===== src/sv/rbe_pkg.sv =====
// ----------------------------------------------------------------------------
// rbe_pkg: shared types for the rigid body Euler step
// Operation codes and request/response bundles of the serial arithmetic unit,
// plus the configuration register indexes.
// ----------------------------------------------------------------------------
`default_nettype none

package rbe_pkg;

	// Operations of the shared serial unit.
	typedef enum logic [1:0] {
		OP_MUL  = 2'd0,
		OP_DIV  = 2'd1,
		OP_SQRT = 2'd2
	} arith_op_t;

	// Request from the sequencer: magnitudes only, signs are handled outside.
	typedef struct packed {
		logic      start;
		arith_op_t op;
		logic [63:0] a;   // multiplicand, dividend or radicand
		logic [32:0] b;   // multiplier or divisor
	} arith_req_t;

	// Response: done pulses for one cycle while res holds the result.
	typedef struct packed {
		logic        done;
		logic [63:0] res;
	} arith_rsp_t;

	// Configuration register indexes.
	localparam logic [2:0] CFG_MASS      = 3'd0;
	localparam logic [2:0] CFG_GRAVITY_X = 3'd1;
	localparam logic [2:0] CFG_GRAVITY_Y = 3'd2;
	localparam logic [2:0] CFG_GRAVITY_Z = 3'd3;
	localparam logic [2:0] CFG_FRICTION  = 3'd4;
	localparam logic [2:0] CFG_ACC_MODE  = 3'd5;
	localparam logic [2:0] CFG_FRIC_EN   = 3'd6;

endpackage

`default_nettype wire


===== src/sv/rbe_arith.sv =====
// ----------------------------------------------------------------------------
// rbe_arith: serial multiply, divide and square root unit
// One bit of the multiplier, one quotient bit or one root bit per cycle.
// ----------------------------------------------------------------------------
`default_nettype none

module rbe_arith (
	input  wire                 clk,
	input  wire                 arst_n,
	input  rbe_pkg::arith_req_t req,
	output rbe_pkg::arith_rsp_t rsp
);

	rbe_pkg::arith_op_t op_q;
	logic        busy_q;
	logic        done_q;
	logic [5:0]  cnt_q;
	logic [63:0] acc_q;
	logic [63:0] x_q;
	logic [32:0] y_q;

	logic [33:0] div_rem;
	logic        div_ge;
	logic [34:0] sq_rem;
	logic [34:0] sq_trial;
	logic        sq_ge;

	// One divide step and one square root step.
	always_comb begin
		div_rem  = {acc_q[32:0], x_q[63]};
		div_ge   = div_rem >= {1'b0, y_q};
		sq_rem   = {acc_q[32:0], x_q[63:62]};
		sq_trial = {1'b0, y_q[31:0], 2'b01};
		sq_ge    = sq_rem >= sq_trial;
	end

	// Control flags.
	always_ff @(posedge clk or negedge arst_n) begin
		if (!arst_n) begin
			busy_q <= 1'b0;
			done_q <= 1'b0;
			cnt_q  <= '0;
		end else begin
			done_q <= 1'b0;
			if (req.start) begin
				busy_q <= 1'b1;
				unique case (req.op)
					rbe_pkg::OP_MUL:  cnt_q <= 6'd32;
					rbe_pkg::OP_DIV:  cnt_q <= 6'd63;
					rbe_pkg::OP_SQRT: cnt_q <= 6'd31;
					default:          cnt_q <= 6'd0;
				endcase
			end else if (busy_q) begin
				cnt_q <= cnt_q - 6'd1;
				if (cnt_q == 6'd0) begin
					busy_q <= 1'b0;
					done_q <= 1'b1;
				end
			end
		end
	end

	// Datapath registers.
	always_ff @(posedge clk) begin
		if (req.start) begin
			op_q  <= req.op;
			acc_q <= '0;
			x_q   <= req.a;
			y_q   <= (req.op == rbe_pkg::OP_SQRT) ? 33'd0 : req.b;
		end else if (busy_q) begin
			unique case (op_q)
				rbe_pkg::OP_MUL: begin
					if (y_q[0]) acc_q <= acc_q + x_q;
					x_q <= {x_q[62:0], 1'b0};
					y_q <= {1'b0, y_q[32:1]};
				end
				rbe_pkg::OP_DIV: begin
					acc_q <= {30'd0, div_ge ? (div_rem - {1'b0, y_q}) : div_rem};
					x_q   <= {x_q[62:0], div_ge};
				end
				rbe_pkg::OP_SQRT: begin
					acc_q <= {29'd0, sq_ge ? (sq_rem - sq_trial) : sq_rem};
					y_q   <= {y_q[31:0], sq_ge};
					x_q   <= {x_q[61:0], 2'b00};
				end
				default: ;
			endcase
		end
	end

	// Result selection.
	always_comb begin
		rsp.done = done_q;
		unique case (op_q)
			rbe_pkg::OP_MUL:  rsp.res = acc_q;
			rbe_pkg::OP_DIV:  rsp.res = x_q;
			rbe_pkg::OP_SQRT: rsp.res = {31'd0, y_q};
			default:          rsp.res = acc_q;
		endcase
	end

	// A new operation never starts while one is still running.
	a_no_overlap: assert property (@(posedge clk) disable iff (!arst_n)
		req.start |-> !busy_q) else $error("start while busy");

	// The last iteration is always followed by a done pulse.
	a_done_follows: assert property (@(posedge clk) disable iff (!arst_n)
		(busy_q && !req.start && cnt_q == 6'd0) |=> (done_q && !busy_q))
		else $error("missing done pulse");

endmodule

`default_nettype wire

===== config.mk =====
export PLATFORM = sky130hd
export DESIGN_NAME = rbe_arith
export DESIGN_NICKNAME = d
export VERILOG_FILES = /design/src/sv/rbe_pkg.sv /design/src/sv/rbe_arith.sv
export SDC_FILE = /design/constraint.sdc
export NUM_CORES = 1
export LEC_CHECK = 0
export ABC_AREA = 0
export BUFFER_PORTS_ARGS = -buffer_cell sky130_fd_sc_hd__buf_2
export CAP_MARGIN = 15
export CELL_PAD_IN_SITES_DETAIL_PLACEMENT = 2
export CELL_PAD_IN_SITES_GLOBAL_PLACEMENT = 2
export CORE_MARGIN = 2
export CORE_UTILIZATION = 39
export CTS_BUF_LIST = sky130_fd_sc_hd__clkbuf_16
export CTS_CLUSTER_SIZE = 30
export DETAILED_ROUTE_END_ITERATION = 16
export HOLD_SLACK_MARGIN = 0.05
export PLACE_DENSITY_LB_ADDON = 0.1
export SETUP_SLACK_MARGIN = 0.02
export SLEW_MARGIN = 40
export SYNTH_ARGS = -nofsm -noshare
export SYNTH_HDL_FRONTEND = slang
export SYNTH_SLANG_ARGS = --single-unit

===== constraint.sdc =====
create_clock -name clk -period 9 [get_ports clk]
set_input_delay 0.45 -clock clk [delete_from_list [all_inputs] [get_ports clk]]
set_output_delay 0.45 -clock clk [all_outputs]
set_load 0.1 [all_outputs]

; After elaboration in Yosys (flattened, before gate mapping)
; Cells that the tools add are included.
[op_classes]
addsub = 4
order_cmp = 2
n_eq_ne = 5
muxes = 21
reduce_logical = 10
[op_table]
columns = cell, count
row1 = 64-bit one-hot mux with 3 select lines, 2
row2 = 64-bit 2-to-1 mux, 3
row3 = 64-bit one-hot mux with 2 select lines, 1
row4 = 33-bit 2-to-1 mux, 3
row5 = 33-bit one-hot mux with 2 select lines, 1
row6 = 64-bit adder, 1
row7 = 35-bit by 34-bit greater-or-equal comparator with 1-bit output, 1
row8 = 35-bit 2-to-1 mux, 1
row9 = 35-bit by 34-bit subtractor with 35-bit output, 1
row10 = 34-bit by 33-bit greater-or-equal comparator with 1-bit output, 1
row11 = 34-bit 2-to-1 mux, 1
row12 = 34-bit by 33-bit subtractor with 34-bit output, 1
row13 = 6-bit one-hot mux with 3 select lines, 1
row14 = 6-bit 2-to-1 mux, 2
row15 = 6-bit zero test, 1
row16 = 1-bit 2-to-1 mux, 6
row17 = 3-bit nonzero test, 2
row18 = "6-bit by 1-bit subtractor with 6-bit output, second input constant", 1
row19 = "2-bit by 1-bit equality test with 1-bit output, second input constant", 2
row20 = "2-bit equality test, second input constant", 2
row21 = 2-bit zero test, 2
row22 = 2-bit AND reduction, 2
row23 = 4-bit nonzero test, 1
row24 = 3-bit AND reduction, 1
row25 = 2 further kinds, 2
[totals]
regBits = 171
out_inout_bits = 65

; Logic depth before layout (Yosys ltp)
; Gate-level depths: netlist (run 1).
[depth]
depth_word = 4
ltp_mapped = 16
ltp_nobuf = 14

; Worst setup path before layout (run 1)
; OpenSTA, ideal clock, no wires.
[synth_timing]
kind = flip-flop to output port
startpoint = register op_q[0]
endpoint = output port rsp[33] in the netlist's numbering
arrival_time_ns = 3.583
t_required_ns = 8.550
path_slack_ns = 4.967
stages_incl_launch_ff = 8
path_cell_list = edfxtp_1 -> inv_1 -> ha_1 -> clkbuf_1 -> clkbuf_1 -> clkbuf_1 -> buf_1 -> o21ai_0
[synth_lines]
columns = element, line
row1 = "start, declared", rbe_arith.sv:14  ; rbe_pkg::arith_op_t op_q;
row2 = "start signal, assigned", rbe_arith.sv:66  ; op_q <= req.op;
row3 = "end, declared", rbe_arith.sv:11  ; output rbe_pkg::arith_rsp_t rsp

; Worst setup path after layout (run 1)
[layout_timing]
startpoint = register x_q[63]
endpoint = register acc_q[29]
[layout_between]
elab_chain_cells = 3
[layout_rtl]
columns = element, line
row1 = "start, declared", rbe_arith.sv:19  ; logic [63:0] x_q;
row2 = "start signal, assigned", rbe_arith.sv:68  ; x_q <= req.a;
row3 = "start signal, assigned", rbe_arith.sv:74  ; x_q <= {x_q[62:0], 1'b0};
row4 = "start signal, assigned", rbe_arith.sv:79  ; x_q <= {x_q[62:0], div_ge};
row5 = "35-bit by 34-bit subtractor with 35-bit output, or another cell as far along", rbe_arith.sv:82  ; acc_q <= {29'd0, sq_ge ? (sq_rem - sq_trial) : sq_rem};
row6 = 35-bit 2-to-1 mux or 34-bit 2-to-1 mux (tied branches), "rbe_arith.sv:82, rbe_arith.sv:78"
row7 = 64-bit one-hot mux with 3 select lines *, rbe_arith.sv:71  ; unique case (op_q)
row8 = "end signal, assigned", rbe_arith.sv:73  ; if (y_q[0]) acc_q <= acc_q + x_q;
row9 = "end signal, assigned", rbe_arith.sv:78  ; acc_q <= {30'd0, div_ge ? (div_rem - {1'b0, y_q}) : div_rem};
row10 = "end signal, assigned", rbe_arith.sv:82
row11 = "end, declared", rbe_arith.sv:18  ; logic [63:0] acc_q;
; Mark *: on every way between the ends. The rest lies on a longest branch, timed or not.
; A chain may end at the register's enable or synchronous reset.

==> metrics.txt, run 1 <==
# TYPE chip_impl_metric gauge
chip_impl_metric{name="numPlacedInstances",unit=""} 2762
chip_impl_metric{name="postSynthNetCount",unit=""} 2374
chip_impl_metric{name="grtUsageMet1",unit=""} 0.510
chip_impl_metric{name="yosys.cell_types.count",unit=""} 81
chip_impl_metric{name="postSynthAreaPerCell",unit="sq um"} 7.93
chip_impl_info{name="run_status",value="finished, final reports clean"} 1
chip_impl_metric{name="rows",unit=""} 76
chip_impl_metric{name="clock_path_buffers",unit=""} 2
chip_impl_metric{name="worst_pin_slew",unit="ns"} 0.857
chip_impl_info{name="rsz_0062_raised_after_global_routing",value="false"} 1
chip_impl_metric{name="async_reset_ff_frac",unit=""} 0.0468
chip_impl_metric{name="die_height",unit="um"} 212
chip_impl_info{name="grt_busiest_layer",value="met1"} 1
chip_impl_metric{name="setup_viol",unit=""} 0
chip_impl_metric{name="grt.total_usage",unit=""} 0.326
chip_impl_metric{name="grt_start_max_net_pins",unit=""} 104
chip_impl_metric{name="layout-drive-gt1-share",unit=""} 0.125
chip_impl_metric{name="power_report.internal_total",unit="mW"} 2.42
chip_impl_metric{name="nNetsFinal",unit=""} 2441
chip_impl_metric{name="maxCapViolations",unit=""} 0
chip_impl_metric{name="hpwlAfterDp",unit="mm"} 56.0
chip_impl_metric{name="synth_edf_count",unit=""} 99
chip_impl_metric{name="flow.area_growth_from_synthesis",unit="%"} 10.8
chip_impl_metric{name="clk-insertion-delay-late",unit="ns"} 0.50
chip_impl_info{name="most_frequently_used_flop_master_after_synthesis",value="sky130_fd_sc_hd__edfxtp_1"} 1
chip_impl_metric{name="fin_hold_ws",unit="ns"} 0.202
chip_impl_metric{name="netlist_instances",unit=""} 2130
chip_impl_metric{name="vdd_ir_drop_max",unit="mV"} 0.153
chip_impl_metric{name="timing.clock.skew",unit="ns"} 0.0150
chip_impl_metric{name="place.port_buffers",unit=""} 166
chip_impl_metric{name="switching_share",unit=""} 0.536
chip_impl_metric{name="min_period_over_period",unit=""} 0.537
chip_impl_metric{name="fp.dieArea",unit="sq um"} 45000
chip_impl_metric{name="grtUsageMet3",unit=""} 0.0437
chip_impl_metric{name="power_per_cell_area",unit="nW/um^2"} 279
chip_impl_metric{name="drc",unit=""} 0
chip_impl_metric{name="multi_input_area",unit="sq um"} 11700
chip_impl_metric{name="period_needed",unit="ns"} 4.84
chip_impl_metric{name="critical_path.max_fanout",unit=""} 37
chip_impl_info{name="timing.critical_path.to_type",value="flip-flop"} 1
chip_impl_metric{name="synth_area",unit="sq um"} 16900
chip_impl_metric{name="drt_iter0_markers",unit=""} 1283
chip_impl_metric{name="fp.coreArea",unit="sq um"} 42900
chip_impl_metric{name="globalRouteMet2Util",unit=""} 0.471
chip_impl_metric{name="vias",unit=""} 17680
chip_impl_metric{name="grt_overflow",unit=""} 0
chip_impl_info{name="clk_root_buffer_cell",value="sky130_fd_sc_hd__clkbuf_16"} 1
chip_impl_metric{name="io-pin-count",unit=""} 167
chip_impl_info{name="worstHoldPathType",value="input port to flip-flop"} 1
chip_impl_metric{name="p_leak",unit="nW"} 8.15
chip_impl_metric{name="fillers",unit=""} 4982
chip_impl_info{name="worstSetupStartpointType",value="flip-flop"} 1
chip_impl_info{name="critPathKind",value="flip-flop to flip-flop"} 1
chip_impl_metric{name="route.detailed.vias_per_inst",unit=""} 6.33
chip_impl_metric{name="yosys_register_bits",unit=""} 171
chip_impl_metric{name="clk_pin_slew_worst_paths",unit="ns"} 0.08
chip_impl_metric{name="drt.antenna.violating_nets",unit=""} 0
chip_impl_metric{name="finalHoldViolations",unit=""} 0
chip_impl_metric{name="achievable-frequency",unit="MHz"} 207
chip_impl_metric{name="drt_wl_total",unit="mm"} 73.2
chip_impl_metric{name="maxSlewViolCount",unit=""} 0
chip_impl_metric{name="chipWidth",unit="um"} 212
chip_impl_metric{name="setup_tns",unit="ns"} 0
chip_impl_metric{name="initial_core_util",unit=""} 0.394
chip_impl_metric{name="arrival_time_worst_endpoint",unit="ns"} 5.25
chip_impl_metric{name="register_area",unit="sq um"} 4450
chip_impl_metric{name="cts.sinks",unit=""} 171
chip_impl_metric{name="required",unit="ns"} 9.41
chip_impl_metric{name="maxSlewHeadroom",unit=""} 0.424
chip_impl_metric{name="insertedDiodeCount",unit=""} 0
chip_impl_metric{name="ys_warn_count",unit=""} 0
chip_impl_metric{name="cts_max_level",unit=""} 4
chip_impl_metric{name="seqPwrFrac",unit=""} 0.234
chip_impl_metric{name="first_global_vias",unit=""} 18063
chip_impl_metric{name="global_route_wire_length_before_repair",unit="mm"} 112
chip_impl_metric{name="cts_made_buffers",unit=""} 17
chip_impl_metric{name="postCtsSetupBuffers",unit=""} 0
chip_impl_metric{name="total_switching_power",unit="mW"} 2.80
chip_impl_metric{name="firstDrtPassIters",unit=""} 5
chip_impl_metric{name="initial_antenna_violation_count",unit=""} 3
chip_impl_metric{name="routedWlPerCell",unit="um"} 26.2
chip_impl_info{name="tritoncts_clock_tree",value="built"} 1
chip_impl_metric{name="seq_area_frac_synth",unit=""} 0.264
chip_impl_metric{name="comb_power_share",unit=""} 0.621
chip_impl_metric{name="place_congestion",unit=""} 0.911
chip_impl_metric{name="clock_power_share",unit=""} 0.144
chip_impl_metric{name="finalNonFillerCells",unit=""} 2795
==> cell usage after synthesis, drive strengths merged, types with 12 or more instances <==
cell type  number  share of area
o22ai          12         0.0044
o21a           19         0.0084
clkbuf        124          0.028
mux2i          55          0.033
a21o           76          0.034
o21bai         17         0.0076
nor2          129          0.029
a211oi         14         0.0068
xor2           46          0.024
ha            140           0.10
xnor2          69          0.036
a221oi         12         0.0062
inv            69          0.015
edfxtp         99           0.18
dfxtp          64          0.076
nor3           29         0.0086
a22o           30          0.016
nand2         237          0.053
buf            20         0.0051
a22oi         103          0.046
nand4          33          0.012
a21boi         13         0.0058
a31oi          32          0.013
nor2b          15         0.0056
nand3          36          0.011
a21oi         204          0.060
nand2b         17         0.0063
mux2           17          0.011
o21ai         232          0.069
==> power groups by stage <==
stage | Combinational [mW] | Sequential (mW) | Clock (mW)
2_1_floorplan | 2.33 | 1.12 | 0
3_3_place_gp | 3.07 | 1.21 | 0
3_5_place_dp | 3.16 | 1.23 | 0
4_1_cts | 3.19 | 1.21 | 0.762
5_1_grt | 3.48 | 1.24 | 0.785
6_report | 3.25 | 1.22 | 0.752
==> timing repair <==
action | in CTS | in global routing
resized for setup | 0 | 0
hold buffers | 1 | 0
endpoints found under the setup margin | 0 | 0
endpoints found under the hold margin | 8 | 0
==> worst max-delay path: stages (launching register included) <==
cell and delay [ns]:
sky130_fd_sc_hd__edfxtp_1 0.53, sky130_fd_sc_hd__inv_1 0.24, sky130_fd_sc_hd__ha_1 0.21, sky130_fd_sc_hd__inv_1 0.06
sky130_fd_sc_hd__fa_1 0.40, sky130_fd_sc_hd__a21o_1 0.19, sky130_fd_sc_hd__a221oi_1 0.58, sky130_fd_sc_hd__a211oi_1 0.25
sky130_fd_sc_hd__a21o_1 0.22, sky130_fd_sc_hd__o31ai_1 0.36, sky130_fd_sc_hd__a21o_1 0.16, sky130_fd_sc_hd__buf_4 0.47
sky130_fd_sc_hd__and2_1 0.40, sky130_fd_sc_hd__a221oi_1 0.19, sky130_fd_sc_hd__a21boi_0 0.21, sky130_fd_sc_hd__o21ai_0 0.24
==> worst paths after layout <==
kind,start,end,slack [ns],cells past startpoint
max,x_q[63],acc_q[29],4.16,15
min,req[97],op_q[0],0.20,1
max reg2reg,x_q[63],acc_q[29],4.16,15
min reg2reg,acc_q[59],acc_q[59],0.49,2
max in group asynchronous,arst_n,busy_q,8.50,2
min in group asynchronous,arst_n,cnt_q[3],0.32,2
==> cell usage in the layout (no fill, tap or decap), types with 15 or more instances in the layout <==
cell                        instances
sky130_fd_sc_hd__o21ai_0          231
sky130_fd_sc_hd__dfxtp_1           64
sky130_fd_sc_hd__clkbuf_16         17
sky130_fd_sc_hd__nand2_1          235
sky130_fd_sc_hd__inv_1             71
sky130_fd_sc_hd__nor2b_1           15
sky130_fd_sc_hd__xnor2_1           69
sky130_fd_sc_hd__buf_4             25
sky130_fd_sc_hd__nor3_1            29
sky130_fd_sc_hd__o21bai_1          17
sky130_fd_sc_hd__a21o_1            75
sky130_fd_sc_hd__nand2b_1          16
sky130_fd_sc_hd__buf_2            165
sky130_fd_sc_hd__edfxtp_1          99
sky130_fd_sc_hd__nor2_1           128
sky130_fd_sc_hd__a22o_1            30
sky130_fd_sc_hd__mux2_2            17
sky130_fd_sc_hd__ha_1             138
sky130_fd_sc_hd__xor2_1            46
sky130_fd_sc_hd__a31oi_1           31
sky130_fd_sc_hd__nand4_1           33
sky130_fd_sc_hd__mux2i_1           55
sky130_fd_sc_hd__a22oi_1          103
sky130_fd_sc_hd__a21oi_1          204
sky130_fd_sc_hd__nand3_1           35
sky130_fd_sc_hd__o21a_1            18
==> layer usage <==
layer | up-vias | share of wire
met5 | - | 0.00014
met2 | 542 | 0.42
met4 | 2 | 0.013
li1 | 8101 | -
met3 | 40 | 0.056
met1 | 8995 | 0.51
==> per-stage QoR <==
step / utilization / area [sq um] / worst slack (ns) / power [mW]
after floorplan: - / 16900 / 4.97 / 3.45
final: 0.436 / 18700 / 4.16 / 5.22
after global placement: 0.423 / 18100 / 4.33 / 4.28
after detailed placement: 0.423 / 18200 / 4.26 / 4.39
after global routing: 0.436 / 18700 / 3.99 / 5.50
after CTS: 0.436 / 18700 / 4.19 / 5.17
==> logic make-up (layout without fill, tap and decap cells) <==
family | after synthesis | in the layout | synth area share
adder cells (fa/ha/maj) | 142 | 142 | 0.106
XOR/XNOR | 115 | 115 | 0.0596
AO/OA/AOI/OAI | 851 | 851 | 0.323
buffers and inverters | 213 | 293 | 0.0480
multiplexers | 72 | 72 | 0.0439
AND/OR/NAND/NOR | 566 | 566 | 0.155
flip-flops | 171 | 171 | 0.264
==> area by class of cell <==
cell class / instances / area share
Multi-Input combinational cell: 1746 / 0.624
Tap cell: 585 / 0.0391
Inverter: 69 / 0.0138
Timing Repair Buffer: 192 / 0.0553
Clock buffer: 17 / 0.0227
Clock inverter: 15 / 0.00662
Sequential cell: 171 / 0.238
==> flip-flops by register name, indices dropped and copies added (netlist names) <==
name,count
busy_q,1
done_q,1
acc_q,64
x_q,64
y_q,33
cnt_q,6
op_q,2
Note: power is estimated with default switching activity, not from simulation.
==> run 2: changes to the inputs <==
--- a/config.mk
+++ b/config.mk
@@ -11,7 +11,7 @@
 export CELL_PAD_IN_SITES_DETAIL_PLACEMENT = 2
 export CELL_PAD_IN_SITES_GLOBAL_PLACEMENT = 2
 export CORE_MARGIN = 2
-export CORE_UTILIZATION = 39
+export CORE_UTILIZATION = 36
 export CTS_BUF_LIST = sky130_fd_sc_hd__clkbuf_16
 export CTS_CLUSTER_SIZE = 30
 export DETAILED_ROUTE_END_ITERATION = 16
==> constraint.sdc (replaced) <==
create_clock -name clk -period 4.8 [get_ports clk]
set_input_delay 0.24 -clock clk [delete_from_list [all_inputs] [get_ports clk]]
set_output_delay 0.24 -clock clk [all_outputs]
set_load 0.1 [all_outputs]
==> metrics.txt, run 2 (synthesized netlist as in run 1, its figures left out) <==
# TYPE chip_impl_metric gauge
chip_impl_info{name="run_status",value="finished, final reports clean"} 1
chip_impl_metric{name="achievable-frequency",unit="MHz"} 221
chip_impl_metric{name="maxSlewViolCount",unit=""} 0
chip_impl_metric{name="drt_wl_total",unit="mm"} 77.9
chip_impl_info{name="grt_busiest_layer",value="met2"} 1
chip_impl_metric{name="place.port_buffers",unit=""} 166
chip_impl_info{name="layout.cells.most_common",value="sky130_fd_sc_hd__nand2_1"} 1
chip_impl_metric{name="grt.total_usage",unit=""} 0.320
chip_impl_metric{name="fp.coreArea",unit="sq um"} 46500
chip_impl_metric{name="period_needed",unit="ns"} 4.53
chip_impl_metric{name="setup_viol",unit=""} 0
chip_impl_metric{name="timing.clock.skew",unit="ns"} 0.0146
chip_impl_metric{name="layout-drive-gt1-share",unit=""} 0.129
chip_impl_metric{name="clock_path_buffers",unit=""} 2
chip_impl_info{name="timing.critical_path.to_type",value="flip-flop"} 1
chip_impl_metric{name="fp.dieArea",unit="sq um"} 48700
chip_impl_metric{name="grtUsageMet3",unit=""} 0.0674
chip_impl_metric{name="chipWidth",unit="um"} 221
chip_impl_metric{name="grt_start_max_net_pins",unit=""} 126
chip_impl_metric{name="global_route_wire_length_before_repair",unit="mm"} 117
chip_impl_metric{name="drt.antenna.violating_nets",unit=""} 0
chip_impl_metric{name="cts_made_buffers",unit=""} 17
chip_impl_metric{name="drt_iter0_markers",unit=""} 1442
chip_impl_metric{name="clk_pin_slew_worst_paths",unit="ns"} 0.08
chip_impl_info{name="worstHoldPathType",value="input port to flip-flop"} 1
chip_impl_metric{name="cts.sinks",unit=""} 171
chip_impl_metric{name="clk-insertion-delay-late",unit="ns"} 0.51
chip_impl_metric{name="drc",unit=""} 0
chip_impl_metric{name="arrival_time_worst_endpoint",unit="ns"} 4.95
chip_impl_metric{name="min_period_over_period",unit=""} 0.943
chip_impl_metric{name="finalHoldViolations",unit=""} 0
chip_impl_metric{name="io-pin-count",unit=""} 167
chip_impl_info{name="clk_root_buffer_cell",value="sky130_fd_sc_hd__clkbuf_16"} 1
chip_impl_metric{name="pre_cts_slack",unit="ns"} 0.430
chip_impl_metric{name="postCtsSetupBuffers",unit=""} 0
chip_impl_metric{name="routedWlPerCell",unit="um"} 26.7
chip_impl_metric{name="fin_hold_ws",unit="ns"} 0.0619
chip_impl_metric{name="power_per_cell_area",unit="nW/um^2"} 506
chip_impl_metric{name="nNetsFinal",unit=""} 2544
chip_impl_info{name="rsz_0062_raised_after_global_routing",value="false"} 1
chip_impl_info{name="layout_common_cells",value="sky130_fd_sc_hd__nand2_1, sky130_fd_sc_hd__o21ai_0, sky130_fd_sc_hd__a21oi_1"} 1
chip_impl_metric{name="place_congestion",unit=""} 0.990
chip_impl_metric{name="flow.area_growth_from_synthesis",unit="%"} 17.2
chip_impl_metric{name="setup_tns",unit="ns"} 0
chip_impl_metric{name="required",unit="ns"} 5.22
chip_impl_metric{name="maxCapViolations",unit=""} 0
chip_impl_info{name="worstSetupStartpointType",value="flip-flop"} 1
chip_impl_metric{name="cts_max_level",unit=""} 4
chip_impl_metric{name="maxSlewHeadroom",unit=""} 0.419
chip_impl_metric{name="grt_overflow",unit=""} 0
chip_impl_metric{name="post_cts_resized",unit=""} 0
chip_impl_info{name="critPathKind",value="flip-flop to flip-flop"} 1
chip_impl_metric{name="worst_pin_slew",unit="ns"} 0.864
chip_impl_metric{name="initial_antenna_violation_count",unit=""} 3
chip_impl_metric{name="first_global_vias",unit=""} 18856
chip_impl_metric{name="critical_path.max_fanout",unit=""} 9
chip_impl_metric{name="hpwlAfterDp",unit="mm"} 58.2
chip_impl_info{name="tritoncts_clock_tree",value="built"} 1
chip_impl_metric{name="total_power",unit="mW"} 10.0
chip_impl_metric{name="vdd_ir_drop_max",unit="mV"} 0.321
chip_impl_info{name="top_regs",value="acc_q: 64 flops, x_q: 64 flops, y_q: 33 flops"} 1
chip_impl_metric{name="die_height",unit="um"} 221
chip_impl_metric{name="rows",unit=""} 79
chip_impl_metric{name="vias",unit=""} 18142
chip_impl_metric{name="firstDrtPassIters",unit=""} 6
chip_impl_metric{name="grtUsageMet1",unit=""} 0.466
chip_impl_metric{name="initial_core_util",unit=""} 0.364
chip_impl_metric{name="globalRouteMet2Util",unit=""} 0.476
chip_impl_metric{name="p_leak",unit="nW"} 8.60
chip_impl_metric{name="final_critical_path_setup_slack",unit="ns"} 0.272
chip_impl_metric{name="route.detailed.vias_per_inst",unit=""} 6.21
==> run 2: cell types whose count changed in the layout (fill, tap and decap cells not counted), moves of 3 or more <==
cell,delta
sky130_fd_sc_hd__inv_8,+3
sky130_fd_sc_hd__clkinv_2,-5
sky130_fd_sc_hd__dlygate4sd3_1,+84
sky130_fd_sc_hd__buf_4,+18
==> run 2: worst max-delay path, cell delays in order, from the launching register on <==
cell	delay, ns
sky130_fd_sc_hd__edfxtp_1	0.48
sky130_fd_sc_hd__ha_1	0.53
sky130_fd_sc_hd__nand4_1	0.26
sky130_fd_sc_hd__or2_2	0.39
sky130_fd_sc_hd__a2111oi_2	0.65
sky130_fd_sc_hd__o311ai_0	0.27
sky130_fd_sc_hd__buf_4	0.19
sky130_fd_sc_hd__nand3_1	0.10
sky130_fd_sc_hd__buf_4	0.16
sky130_fd_sc_hd__o21ai_0	0.22
sky130_fd_sc_hd__o21ai_0	0.57
sky130_fd_sc_hd__a21boi_0	0.27
sky130_fd_sc_hd__xor2_1	0.20
sky130_fd_sc_hd__o21ai_0	0.15
==> run 2: power by group <==
| group | internal (mW) | switching, mW | total [mW] |
|---|---|---|---|
| logic | 2.09 | 4.20 | 6.29 |
| registers | 1.85 | 0.429 | 2.28 |
| clock network | 0.690 | 0.750 | 1.44 |
| total | 4.63 | 5.38 | 10.0 |
==> run 2: timing repair <==
item	in CTS	in global routing
hold endpoints to repair	92	0
hold buffers	85	0
endpoints found under the setup margin	0	0
==> run 2: path summary, 6_finish.rpt <==
check / start / endpoint / slack, ns / cells past startpoint
max: x_q[12] / acc_q[59] / 0.27 / 13
min: req[43] / x_q[10] / 0.06 / 3
max reg2reg: x_q[12] / acc_q[59] / 0.27 / 13
min reg2reg: acc_q[46] / acc_q[46] / 0.49 / 2
max in group asynchronous: arst_n / cnt_q[5] / 4.54 / 2
min in group asynchronous: arst_n / cnt_q[4] / 0.10 / 2
==> run 2: metrics by stage <==
stage | cell area (sq um) | util | instances
floorplan | 16900 | - | 2130
global placement | 18300 | 0.395 | 2803
detailed placement | 18400 | 0.395 | 2803
CTS | 19800 | 0.426 | 2920
global route | 19800 | 0.426 | 2921
finish | 19800 | 0.426 | 2922
==> run 2: cell type report <==
cell class	instances	area, sq um
timing repair buffer	295	2040
inverter	69	259
sequential	171	4450
tap	607	759
antenna	2	5.00
multi-input combinational	1746	11700
clock buffer	17	425
fill	5263	26700
clock inverter	15	150
==> run 2: routing by layer <==
layer | routed length [um] | vias to the layer above
met5 | 0 | -
met4 | 1440 | 0
met3 | 4870 | 78
met2 | 33700 | 493
met1 | 37900 | 9240
li1 | - | 8331
